File: config.mk
export PLATFORM = sky130hd
export DESIGN_NAME = averaged_incremental_pid_servo_core
export DESIGN_NICKNAME = d
export VERILOG_FILES = /design/src/design/aipid_pkg.sv /design/src/design/averaged_incremental_pid_servo_core.sv /design/src/design/aipid_ram.sv
export SDC_FILE = /design/constraint.sdc
export NUM_CORES = 2
export LEC_CHECK = 0
export ABC_AREA = 1
export BUFFER_PORTS_ARGS = -buffer_cell sky130_fd_sc_hd__buf_2
export CORE_ASPECT_RATIO = 0.5
export CORE_UTILIZATION = 53
export CTS_CLUSTER_SIZE = 28
export DETAILED_ROUTE_END_ITERATION = 16
export MAX_ROUTING_LAYER = met4
export PLACE_DENSITY_LB_ADDON = 0.08
export SETUP_SLACK_MARGIN = 0.02
export SKIP_LAST_GASP = 1
export SLEW_MARGIN = 40
export SYNTH_ARGS = -nofsm -noshare
export SYNTH_HDL_FRONTEND = slang
export SYNTH_SLANG_ARGS = --single-unit
File: constraint.sdc
create_clock -name clk -period 6.68 [get_ports clk]
set_input_delay 0 -clock clk [delete_from_list [all_inputs] [get_ports clk]]
set_output_delay 0 -clock clk [all_outputs]
set_load 0.05 [all_outputs]
File: src/design/aipid_pkg.sv
// ----------------------------------------------------------------------------
// aipid_pkg
// Shared types and constants for the averaged incremental PID servo core.
// ----------------------------------------------------------------------------
package aipid_pkg;

  // Field widths
  localparam int POS_W    = 10;
  localparam int ERR_W    = 11;
  localparam int GAIN_W   = 16;
  localparam int BAND_W   = 8;
  localparam int BUDGET_W = 24;
  localparam int LOCK_W   = 16;
  localparam int DRIVE_W  = 13;
  localparam int ACC_W    = 26;
  localparam int CFG_IDX_W  = 3;
  localparam int CFG_DATA_W = 16;

  // Configuration register indexes
  localparam logic [CFG_IDX_W-1:0] REG_GAIN_P        = 3'd0;
  localparam logic [CFG_IDX_W-1:0] REG_GAIN_I        = 3'd1;
  localparam logic [CFG_IDX_W-1:0] REG_GAIN_D        = 3'd2;
  localparam logic [CFG_IDX_W-1:0] REG_TARGET_CENTER = 3'd3;
  localparam logic [CFG_IDX_W-1:0] REG_LOCK_BAND     = 3'd4;

  // Register reset values
  localparam logic [GAIN_W-1:0] GAIN_P_RST        = 16'd100;
  localparam logic [GAIN_W-1:0] GAIN_I_RST        = 16'd15;
  localparam logic [GAIN_W-1:0] GAIN_D_RST        = 16'd0;
  localparam logic [POS_W-1:0]  TARGET_CENTER_RST = 10'd80;
  localparam logic [BAND_W-1:0] LOCK_BAND_RST     = 8'd3;

  // Position code that marks a tick without a tracked target
  localparam logic [POS_W-1:0] NO_TARGET = 10'd999;

  // Accumulator holds drive in 1/10000 count units, clamped to 6000 counts
  localparam logic [ACC_W-1:0] ACC_MAX = 26'd60000000;

  // drive = acc / 10000 = (acc >> 4) / 625, done as a multiply by ceil(2^32/625)
  localparam int ACC_DROP     = 4;
  localparam int DRV_X_W      = ACC_W - ACC_DROP;
  localparam int DRV_RECIP_W  = 23;
  localparam int DRV_SHIFT    = 32;
  localparam int DRV_PROD_W   = DRV_X_W + DRV_RECIP_W;
  localparam logic [DRV_RECIP_W-1:0] DRV_RECIP = 23'd6871948;

  // PID products: 18 bit unsigned gain sum times 11 bit signed error
  localparam int KSUM_W = GAIN_W + 2;
  localparam int PROD_W = KSUM_W + 1 + ERR_W - 1;
  localparam int INC_W  = PROD_W + 2;
  localparam int ACC_SUM_W = INC_W + 1;

  // Per-word operation, decided when the word is taken
  typedef enum logic [1:0] {
    OP_ARM,
    OP_EXPIRED,
    OP_HOLD,
    OP_UPDATE
  } op_t;

endpackage

File: src/design/averaged_incremental_pid_servo_core.sv
// ----------------------------------------------------------------------------
// averaged_incremental_pid_servo_core
// One-axis servo: arm words load a tick budget and lock countdown, tick words
// feed a windowed error average into an incremental PID drive accumulator.
// ----------------------------------------------------------------------------
// The core takes one word per cycle while the output side does not stall, and
// returns one result word per input word. The error window lives in a RAM that
// is read at the window head in the cycle a word is taken and rewritten there
// when the word updates the average; the window sum, error history, lock
// countdown and drive accumulator each update in a single pipeline stage, so
// consecutive words never wait on one another. Window entries not yet written
// read as zero. Configuration writes are registered and belong between
// bursts of traffic, once every taken word has delivered its result.
module averaged_incremental_pid_servo_core #(
  parameter int WINDOW_LENGTH = 20
) (
  input  logic                                clk,
  input  logic                                rst_n,
  // configuration
  input  logic                                cfg_we,
  input  logic [aipid_pkg::CFG_IDX_W-1:0]     cfg_index,
  input  logic [aipid_pkg::CFG_DATA_W-1:0]    cfg_wdata,
  // input channel
  input  logic                                in_valid,
  output logic                                in_ready,
  input  logic                                in_command,
  input  logic [aipid_pkg::POS_W-1:0]         in_target_position,
  input  logic [aipid_pkg::BUDGET_W-1:0]      in_tick_budget,
  input  logic [aipid_pkg::LOCK_W-1:0]        in_lock_count,
  // result channel
  output logic                                out_valid,
  input  logic                                out_ready,
  output logic [aipid_pkg::DRIVE_W-1:0]       out_drive,
  output logic                                out_drive_updated,
  output logic signed [aipid_pkg::ERR_W-1:0]  out_averaged_error,
  output logic [aipid_pkg::LOCK_W-1:0]        out_lock_remaining,
  output logic [aipid_pkg::BUDGET_W-1:0]      out_budget_remaining
);

  localparam int ERR_W    = aipid_pkg::ERR_W;
  localparam int LOCK_W   = aipid_pkg::LOCK_W;
  localparam int BUDGET_W = aipid_pkg::BUDGET_W;
  localparam int AW       = (WINDOW_LENGTH > 1) ? $clog2(WINDOW_LENGTH) : 1;
  localparam int MAG_W    = $clog2(WINDOW_LENGTH * 1024);
  localparam int SUM_W    = MAG_W + 1;
  localparam int DIV_SH   = MAG_W + $clog2(WINDOW_LENGTH) + 1;
  localparam int RECIP_W  = DIV_SH + 1;
  localparam int DPROD_W  = MAG_W + RECIP_W;
  localparam int unsigned RECIP_I =
      ((32'd1 << DIV_SH) + WINDOW_LENGTH - 1) / WINDOW_LENGTH;
  localparam logic [RECIP_W-1:0] RECIP = RECIP_W'(RECIP_I);
  localparam logic [AW-1:0] HEAD_LAST = AW'(WINDOW_LENGTH - 1);
  localparam int PROD_W    = aipid_pkg::PROD_W;
  localparam int INC_W     = aipid_pkg::INC_W;
  localparam int ACC_SUM_W = aipid_pkg::ACC_SUM_W;
  localparam int KSUM_W    = aipid_pkg::KSUM_W;
  localparam int ACC_W     = aipid_pkg::ACC_W;

  // --------------------------------------------------------------------------
  // Configuration registers
  // --------------------------------------------------------------------------
  logic [aipid_pkg::GAIN_W-1:0] gain_p_r, gain_i_r, gain_d_r;
  logic [aipid_pkg::POS_W-1:0]  center_r;
  logic [aipid_pkg::BAND_W-1:0] band_r;
  logic [KSUM_W-1:0]            k1_r, k2_r;

  always_ff @(posedge clk) begin
    if (!rst_n) begin
      gain_p_r <= aipid_pkg::GAIN_P_RST;
      gain_i_r <= aipid_pkg::GAIN_I_RST;
      gain_d_r <= aipid_pkg::GAIN_D_RST;
      center_r <= aipid_pkg::TARGET_CENTER_RST;
      band_r   <= aipid_pkg::LOCK_BAND_RST;
    end else if (cfg_we) begin
      unique case (cfg_index)
        aipid_pkg::REG_GAIN_P:        gain_p_r <= cfg_wdata;
        aipid_pkg::REG_GAIN_I:        gain_i_r <= cfg_wdata;
        aipid_pkg::REG_GAIN_D:        gain_d_r <= cfg_wdata;
        aipid_pkg::REG_TARGET_CENTER: center_r <= cfg_wdata[aipid_pkg::POS_W-1:0];
        aipid_pkg::REG_LOCK_BAND:     band_r   <= cfg_wdata[aipid_pkg::BAND_W-1:0];
        default: ;
      endcase
    end
  end

  // Combined PID coefficients, refreshed every cycle from the gains
  always_ff @(posedge clk) begin
    k1_r <= KSUM_W'(gain_p_r) + KSUM_W'(gain_i_r) + KSUM_W'(gain_d_r);
    k2_r <= KSUM_W'(gain_p_r) + {KSUM_W'(gain_d_r), 1'b0}[KSUM_W-1:0];
  end

  // --------------------------------------------------------------------------
  // Handshake chain: a stage loads when it is empty or its word moves on
  // --------------------------------------------------------------------------
  logic a_v_r, b_v_r, c_v_r, d_v_r, e_v_r, f_v_r, out_valid_r;
  logic ld_a, ld_b, ld_c, ld_d, ld_e, ld_f, ld_out;
  logic mv_a, mv_b, mv_c, mv_d, mv_e, mv_f;
  logic take;

  assign ld_out = !out_valid_r || out_ready;
  assign mv_f   = f_v_r && ld_out;
  assign ld_f   = !f_v_r || mv_f;
  assign mv_e   = e_v_r && ld_f;
  assign ld_e   = !e_v_r || mv_e;
  assign mv_d   = d_v_r && ld_e;
  assign ld_d   = !d_v_r || mv_d;
  assign mv_c   = c_v_r && ld_d;
  assign ld_c   = !c_v_r || mv_c;
  assign mv_b   = b_v_r && ld_c;
  assign ld_b   = !b_v_r || mv_b;
  assign mv_a   = a_v_r && ld_b;
  assign ld_a   = !a_v_r || mv_a;
  assign in_ready = ld_a;
  assign take   = in_valid && in_ready;

  always_ff @(posedge clk) begin
    if (!rst_n) begin
      a_v_r <= 1'b0;
      b_v_r <= 1'b0;
      c_v_r <= 1'b0;
      d_v_r <= 1'b0;
      e_v_r <= 1'b0;
      f_v_r <= 1'b0;
      out_valid_r <= 1'b0;
    end else begin
      if (ld_a)   a_v_r <= take;
      if (ld_b)   b_v_r <= mv_a;
      if (ld_c)   c_v_r <= mv_b;
      if (ld_d)   d_v_r <= mv_c;
      if (ld_e)   e_v_r <= mv_d;
      if (ld_f)   f_v_r <= mv_e;
      if (ld_out) out_valid_r <= mv_f;
    end
  end

  // --------------------------------------------------------------------------
  // Stage A: decide the operation, count the budget, access the window RAM
  // --------------------------------------------------------------------------
  logic [BUDGET_W-1:0] tick_r, tick_nxt;
  logic [AW-1:0]       head_r;
  logic                wrapped_r;
  aipid_pkg::op_t      op_nxt;
  logic signed [ERR_W-1:0] err_in;
  logic [ERR_W-1:0]    ram_rdata;
  logic                ram_we;

  aipid_pkg::op_t          a_op_r;
  logic signed [ERR_W-1:0] a_err_r;
  logic [BUDGET_W-1:0]     a_budget_r;
  logic [LOCK_W-1:0]       a_lock_r;
  logic                    a_old_ok_r;

  always_comb begin
    priority if (in_command) begin
      op_nxt = aipid_pkg::OP_ARM;
    end else if (tick_r == '0) begin
      op_nxt = aipid_pkg::OP_EXPIRED;
    end else if (in_target_position == aipid_pkg::NO_TARGET) begin
      op_nxt = aipid_pkg::OP_HOLD;
    end else begin
      op_nxt = aipid_pkg::OP_UPDATE;
    end
  end

  always_comb begin
    unique case (op_nxt)
      aipid_pkg::OP_ARM:     tick_nxt = in_tick_budget;
      aipid_pkg::OP_EXPIRED: tick_nxt = tick_r;
      default:               tick_nxt = tick_r - 1'b1;
    endcase
  end

  assign err_in = $signed({1'b0, in_target_position}) - $signed({1'b0, center_r});
  assign ram_we = take && (op_nxt == aipid_pkg::OP_UPDATE);

  aipid_ram #(
    .WIDTH (ERR_W),
    .DEPTH (WINDOW_LENGTH)
  ) u_window (
    .clk   (clk),
    .we    (ram_we),
    .waddr (head_r),
    .wdata (err_in),
    .re    (take),
    .raddr (head_r),
    .rdata (ram_rdata)
  );

  always_ff @(posedge clk) begin
    if (!rst_n) begin
      tick_r    <= '0;
      head_r    <= '0;
      wrapped_r <= 1'b0;
    end else if (take) begin
      tick_r <= tick_nxt;
      if (ram_we) begin
        if (head_r == HEAD_LAST) begin
          head_r    <= '0;
          wrapped_r <= 1'b1;
        end else begin
          head_r <= head_r + 1'b1;
        end
      end
    end
  end

  always_ff @(posedge clk) begin
    if (take) begin
      a_op_r     <= op_nxt;
      a_err_r    <= err_in;
      a_budget_r <= tick_nxt;
      a_lock_r   <= in_lock_count;
      a_old_ok_r <= wrapped_r;
    end
  end

  // --------------------------------------------------------------------------
  // Stage B: update the window sum, split into sign and magnitude
  // --------------------------------------------------------------------------
  logic signed [SUM_W-1:0] wsum_r, wsum_nxt;
  logic signed [ERR_W-1:0] old_err;
  aipid_pkg::op_t          b_op_r;
  logic [MAG_W-1:0]        b_mag_r;
  logic                    b_neg_r;
  logic [BUDGET_W-1:0]     b_budget_r;
  logic [LOCK_W-1:0]       b_lock_r;

  // an entry never written reads as zero
  assign old_err  = a_old_ok_r ? $signed(ram_rdata) : '0;
  assign wsum_nxt = wsum_r - SUM_W'(old_err) + SUM_W'(a_err_r);

  always_ff @(posedge clk) begin
    if (!rst_n) begin
      wsum_r <= '0;
    end else if (mv_a && (a_op_r == aipid_pkg::OP_UPDATE)) begin
      wsum_r <= wsum_nxt;
    end
  end

  always_ff @(posedge clk) begin
    if (mv_a) begin
      b_op_r     <= a_op_r;
      b_neg_r    <= wsum_nxt[SUM_W-1];
      b_mag_r    <= wsum_nxt[SUM_W-1] ? MAG_W'(-wsum_nxt) : MAG_W'(wsum_nxt);
      b_budget_r <= a_budget_r;
      b_lock_r   <= a_lock_r;
    end
  end

  // --------------------------------------------------------------------------
  // Stage C: magnitude / WINDOW_LENGTH by reciprocal multiply
  // --------------------------------------------------------------------------
  logic [DPROD_W-1:0]  div_prod;
  aipid_pkg::op_t      c_op_r;
  logic [ERR_W-1:0]    c_q_r;
  logic                c_neg_r;
  logic [BUDGET_W-1:0] c_budget_r;
  logic [LOCK_W-1:0]   c_lock_r;

  assign div_prod = DPROD_W'(b_mag_r) * DPROD_W'(RECIP);

  always_ff @(posedge clk) begin
    if (mv_b) begin
      c_op_r     <= b_op_r;
      c_q_r      <= div_prod[DIV_SH +: ERR_W];
      c_neg_r    <= b_neg_r;
      c_budget_r <= b_budget_r;
      c_lock_r   <= b_lock_r;
    end
  end

  // --------------------------------------------------------------------------
  // Stage D: signed average, error history, lock countdown
  // --------------------------------------------------------------------------
  logic signed [ERR_W-1:0] avg;
  logic signed [ERR_W-1:0] err_now_r, err_prev_r, err_prev2_r;
  logic [LOCK_W-1:0]       lock_r, lock_nxt;
  logic                    in_band;
  aipid_pkg::op_t          d_op_r;
  logic signed [ERR_W-1:0] d_avg_r;
  logic [BUDGET_W-1:0]     d_budget_r;
  logic [LOCK_W-1:0]       d_lock_r;

  // truncate toward zero: negate the magnitude quotient
  assign avg     = c_neg_r ? -$signed(c_q_r) : $signed(c_q_r);
  assign in_band = c_q_r < ERR_W'(band_r);

  always_comb begin
    unique case (c_op_r)
      aipid_pkg::OP_ARM:     lock_nxt = c_lock_r;
      aipid_pkg::OP_EXPIRED: lock_nxt = '0;
      aipid_pkg::OP_UPDATE:  lock_nxt = (in_band && (lock_r != '0)) ? lock_r - 1'b1 : lock_r;
      default:               lock_nxt = lock_r;
    endcase
  end

  always_ff @(posedge clk) begin
    if (!rst_n) begin
      lock_r      <= '0;
      err_now_r   <= '0;
      err_prev_r  <= '0;
      err_prev2_r <= '0;
    end else if (mv_c) begin
      lock_r <= lock_nxt;
      if (c_op_r == aipid_pkg::OP_UPDATE) begin
        err_prev2_r <= err_prev_r;
        err_prev_r  <= err_now_r;
        err_now_r   <= avg;
      end
    end
  end

  always_ff @(posedge clk) begin
    if (mv_c) begin
      d_op_r     <= c_op_r;
      d_avg_r    <= (c_op_r == aipid_pkg::OP_UPDATE) ? avg : err_now_r;
      d_budget_r <= c_budget_r;
      d_lock_r   <= lock_nxt;
    end
  end

  // --------------------------------------------------------------------------
  // Stage E: PID products against the history left by this word
  // --------------------------------------------------------------------------
  logic signed [PROD_W-1:0] e_p1_r, e_p2_r, e_p3_r;
  logic                     e_upd_r;
  logic signed [ERR_W-1:0]  e_avg_r;
  logic [BUDGET_W-1:0]      e_budget_r;
  logic [LOCK_W-1:0]        e_lock_r;

  always_ff @(posedge clk) begin
    if (mv_d) begin
      e_p1_r     <= PROD_W'($signed({1'b0, k1_r})) * PROD_W'(err_now_r);
      e_p2_r     <= PROD_W'($signed({1'b0, k2_r})) * PROD_W'(err_prev_r);
      e_p3_r     <= PROD_W'($signed({1'b0, gain_d_r})) * PROD_W'(err_prev2_r);
      e_upd_r    <= (d_op_r == aipid_pkg::OP_UPDATE);
      e_avg_r    <= d_avg_r;
      e_budget_r <= d_budget_r;
      e_lock_r   <= d_lock_r;
    end
  end

  // --------------------------------------------------------------------------
  // Stage F: accumulate and clamp to 0..ACC_MAX
  // --------------------------------------------------------------------------
  localparam logic signed [ACC_SUM_W-1:0] ACC_MAX_S =
      ACC_SUM_W'($signed({1'b0, aipid_pkg::ACC_MAX}));

  logic signed [INC_W-1:0]     inc;
  logic signed [ACC_SUM_W-1:0] acc_sum;
  logic [ACC_W-1:0]            acc_r, acc_nxt;
  logic                        f_upd_r;
  logic signed [ERR_W-1:0]     f_avg_r;
  logic [BUDGET_W-1:0]         f_budget_r;
  logic [LOCK_W-1:0]           f_lock_r;

  assign inc     = INC_W'(e_p1_r) - INC_W'(e_p2_r) + INC_W'(e_p3_r);
  assign acc_sum = ACC_SUM_W'($signed({1'b0, acc_r})) + ACC_SUM_W'(inc);

  always_comb begin
    priority if (acc_sum < 0) begin
      acc_nxt = '0;
    end else if (acc_sum > ACC_MAX_S) begin
      acc_nxt = aipid_pkg::ACC_MAX;
    end else begin
      acc_nxt = acc_sum[ACC_W-1:0];
    end
  end

  always_ff @(posedge clk) begin
    if (!rst_n) begin
      acc_r <= '0;
    end else if (mv_e && e_upd_r) begin
      acc_r <= acc_nxt;
    end
  end

  always_ff @(posedge clk) begin
    if (mv_e) begin
      f_upd_r    <= e_upd_r;
      f_avg_r    <= e_avg_r;
      f_budget_r <= e_budget_r;
      f_lock_r   <= e_lock_r;
    end
  end

  // --------------------------------------------------------------------------
  // Output register: drive = acc / 10000 by reciprocal multiply
  // --------------------------------------------------------------------------
  logic [aipid_pkg::DRV_PROD_W-1:0] drv_prod;
  logic [aipid_pkg::DRIVE_W-1:0]    out_drive_r;
  logic                             out_upd_r;
  logic signed [ERR_W-1:0]          out_avg_r;
  logic [LOCK_W-1:0]                out_lock_r;
  logic [BUDGET_W-1:0]              out_budget_r;

  assign drv_prod = aipid_pkg::DRV_PROD_W'(acc_r[ACC_W-1:aipid_pkg::ACC_DROP])
                  * aipid_pkg::DRV_PROD_W'(aipid_pkg::DRV_RECIP);

  always_ff @(posedge clk) begin
    if (mv_f) begin
      out_drive_r  <= drv_prod[aipid_pkg::DRV_SHIFT +: aipid_pkg::DRIVE_W];
      out_upd_r    <= f_upd_r;
      out_avg_r    <= f_avg_r;
      out_lock_r   <= f_lock_r;
      out_budget_r <= f_budget_r;
    end
  end

  assign out_valid            = out_valid_r;
  assign out_drive            = out_drive_r;
  assign out_drive_updated    = out_upd_r;
  assign out_averaged_error   = out_avg_r;
  assign out_lock_remaining   = out_lock_r;
  assign out_budget_remaining = out_budget_r;

endmodule

File: src/design/aipid_ram.sv
// ----------------------------------------------------------------------------
// aipid_ram
// Generic simple dual-port RAM, one write and one registered read per cycle.
// A read and a write to the same address in one cycle return the old data.
// ----------------------------------------------------------------------------
module aipid_ram #(
  parameter int WIDTH = 11,
  parameter int DEPTH = 20
) (
  input  logic                                   clk,
  input  logic                                   we,
  input  logic [((DEPTH > 1) ? $clog2(DEPTH) : 1)-1:0] waddr,
  input  logic [WIDTH-1:0]                       wdata,
  input  logic                                   re,
  input  logic [((DEPTH > 1) ? $clog2(DEPTH) : 1)-1:0] raddr,
  output logic [WIDTH-1:0]                       rdata
);

  logic [WIDTH-1:0] mem [DEPTH];
  logic [WIDTH-1:0] rdata_r;

  always_ff @(posedge clk) begin
    if (we) begin
      mem[waddr] <= wdata;
    end
    if (re) begin
      rdata_r <= mem[raddr];
    end
  end

  assign rdata = rdata_r;

endmodule
==> results.cfg <==
[pwr]
p_switching_mw = 8.64
p_comb_frac = 0.438
total_power_mw = 22.0
seq_power_share = 0.320
power_density_nw_per_um2 = 280
power_leakage_nw = 38.3
ir_drop_mv = 1.15
power.share.clock = 0.242
sw_frac_of_total = 0.394
p_int_mw = 13.3

[floorplan]
start_util = 0.539
die_height_um = 262
core-area_um2 = 133000
io_pins = 142
die_x_um = 522
rows = 94
die-area_um2 = 137000

[grt]
gr-total-overflow = 0
grt_max_degree = 83
grt_usage = 0.290
grt_pass1_vias = 50200
grt_first_pass_wirelength_mm = 293
antenna_found_initial = 6

[setup_path]
required_ns = 7.13
critical_path_class = reg2reg
crit_path_start_kind = register
critical_path.max_stage_delay_ns = 0.88
crit_chain = nand2_1 > fa_1 > fa_1 > inv_1 > fa_1 > inv_1 > fa_1 > fa_1 > inv_1 > ha_1 > nand2_1 > nor2_1 > nor2_1 > o221ai_1 > a21oi_1 > o21ai_0 > a21boi_0 > o21bai_1 > xor2_1
worst-path-max-fanout = 14
cpMostUsedCell = fa_1
critPathSlowestCell = dfxtp_1
critPathArrivalTime_ns = 6.49
crit_path_end_kind = register

[place]
dp_slack_ns = 0.555
dpl.cell_count = 9258
io_buffers = 141
gp_congestion = 0.970
dpl_cell_area_um2 = 74300
dp_hpwl_mm = 150

[synthesis]
ys_top_cells_by_area = edfxtp_1, fa_1, ha_1
ys.flop_type = edfxtp_1
synth_edf_count = 705
synth.distinct_cells = 58
synth_top_area_cell = edfxtp_1
syn_inst = 7495
synth_area_um2 = 71500
yosysSeqAreaShare = 0.360
ys_ff_latch = 935
post-synth-top-count-cell = inv_1
ys_warn_count = 0
synth_top_area_share = 0.296
syn_avg_cell_area_um2 = 9.54
synth_commonest_cells = inv_1, nand2_1, fa_1, edfxtp_1, ha_1
synthArstFlopShare = 0
syn-num-nets = 8966

[drt]
first_iter_violations = 3550
postRouteAntennaNets = 0
vias = 50300
drt-vias-per-instance = 5.28
drcViolationCount = 0
first_pass_iters = 6
routedWlPerCell_um = 19.9
postRouteWirelength_mm = 190

[timing]
hold_violations = 0
slew_viol_final = 0
timing.final.ws_setup_ns = 0.637
hold-worst-slack_ns = 0.0598
period_share = 0.905
setup_violations = 0
period_minus_slack_ns = 6.04
worst-slew-pin-transition_ns = 0.855
relSlewSlack = 0.429
skew_ns = 0.0736
max_freq_mhz = 165
tns_ns = 0
rsz0062_at_grt = false

[layout]
fin_area_um2 = 78400
drive_gt1_frac = 0.0623
final_util = 0.591
fillCellCount = 11400
syn2layout_area_growth_pct = 9.67
nets = 9153
finalNonFillerCells = 9535

[clock_tree]
cts_max_level = 3
cts_buffers = 88
clock-root-buffer = clkbuf_16
path_clk_slew_ns = 0.07
post_cts_buffers = 0
clk_latency_ns = 0.76
hold_buffers = 108
numClockSinks = 935
cts_resized = 0
cts_tree = done
cts_buffer_depth = 3

[run_status]
run_status = completed

[flow_run]
drv_cap = 0

[worst_hold_path]
hold_path_class = in2reg
[worst max-delay path: cells and delay by family, from the launching register on]
family	cells	cell delay, ns
adder cells (fa/ha/maj)	6	2.90
buffers and inverters	3	0.15
AO/OA/AOI/OAI	5	1.11
AND/OR/NAND/NOR	4	0.43
XOR/XNOR	1	0.30
flip-flops	1	0.88
[cell type report]
cell class | count | area, um^2 | area share
antenna | 2 | 5.00 | 0.0000638
clock buffer | 112 | 2350 | 0.0300
clock inverter | 53 | 696 | 0.00887
inverter | 1753 | 6590 | 0.0840
multi-input combinational | 4585 | 38500 | 0.490
sequential | 935 | 25800 | 0.329
tap | 1776 | 2220 | 0.0283
timing repair buffer | 319 | 2350 | 0.0299
[per-layer routing]
| metal | track usage | vias up | wire [um] |
|---|---|---|---|
| li1 | - | 23900 | - |
| met5 | - | - | 0 |
| met2 | 0.459 | 1355 | 87500 |
| met4 | 0.0709 | 0 | 4700 |
| met1 | 0.403 | 24800 | 87600 |
| met3 | 0.0336 | 221 | 10100 |
[placed cells by master, fill, tap and decap left out, types with 11 or more instances in the layout]
cell	count
nor2_2	31
nor3_1	36
dfxtp_1	225
a221o_1	12
nand2_1	1260
inv_2	13
nand3_1	146
inv_1	1737
edfxtp_1	705
o21bai_1	15
dlygate4sd3_1	109
nand4_1	41
xnor2_1	64
a31oi_1	13
nor4_1	12
clkbuf_16	88
or2_2	30
o211ai_1	19
buf_4	65
a21oi_1	336
clkbuf_1	18
a21o_1	13
fa_1	734
nor2_1	454
o21ai_0	373
a211oi_1	13
ha_1	662
nand2_2	21
buf_2	140
o22ai_1	55
xor2_1	136
clkinv_2	11
[power by group through the flow]
stage               registers [mW]  clock network [mW]  logic, mW
detailed placement            7.15                   0       9.50
global route                  7.05                5.63       10.9
finish                        7.03                5.31       9.62
floorplan                     6.96                   0       7.16
CTS                           7.03                5.42       9.64
global placement              7.15                   0       9.32
[cells by family after synthesis]
family,share of synthesized area
AOI/OAI and AO/OA,0.0716
adders and majority gates,0.321
buffers and inverters,0.104
DFF,0.360
xor gates and xnor gates,0.0249
and+or+nand+nor,0.118
[registers in the layout, indices dropped and copies added, names as in the netlist, 18 cells and up]
signal	count
tick_r	24
f_budget_r	24
e_p3_r	28
a_budget_r	24
e_budget_r	24
c_budget_r	24
b_budget_r	24
k1_r	18
u_window.mem	220
e_p1_r	29
e_p2_r	29
d_budget_r	24
out_budget_remaining	24
k2_r	18
acc_r	26
[worst paths after layout]
check                                      startpoint                   to  slack, ns  cells after the start
worst max-delay path                      gain_d_r[9]           e_p3_r[25]       0.64                     19
worst min-delay path            in_target_position[8]  u_window.mem[8][10]       0.06                      5
worst max register to register            gain_d_r[9]           e_p3_r[25]       0.64                     19
worst min register to register           d_lock_r[13]         e_lock_r[13]       0.37                      0
No activity file was read; power rests on OpenSTA's default activity.
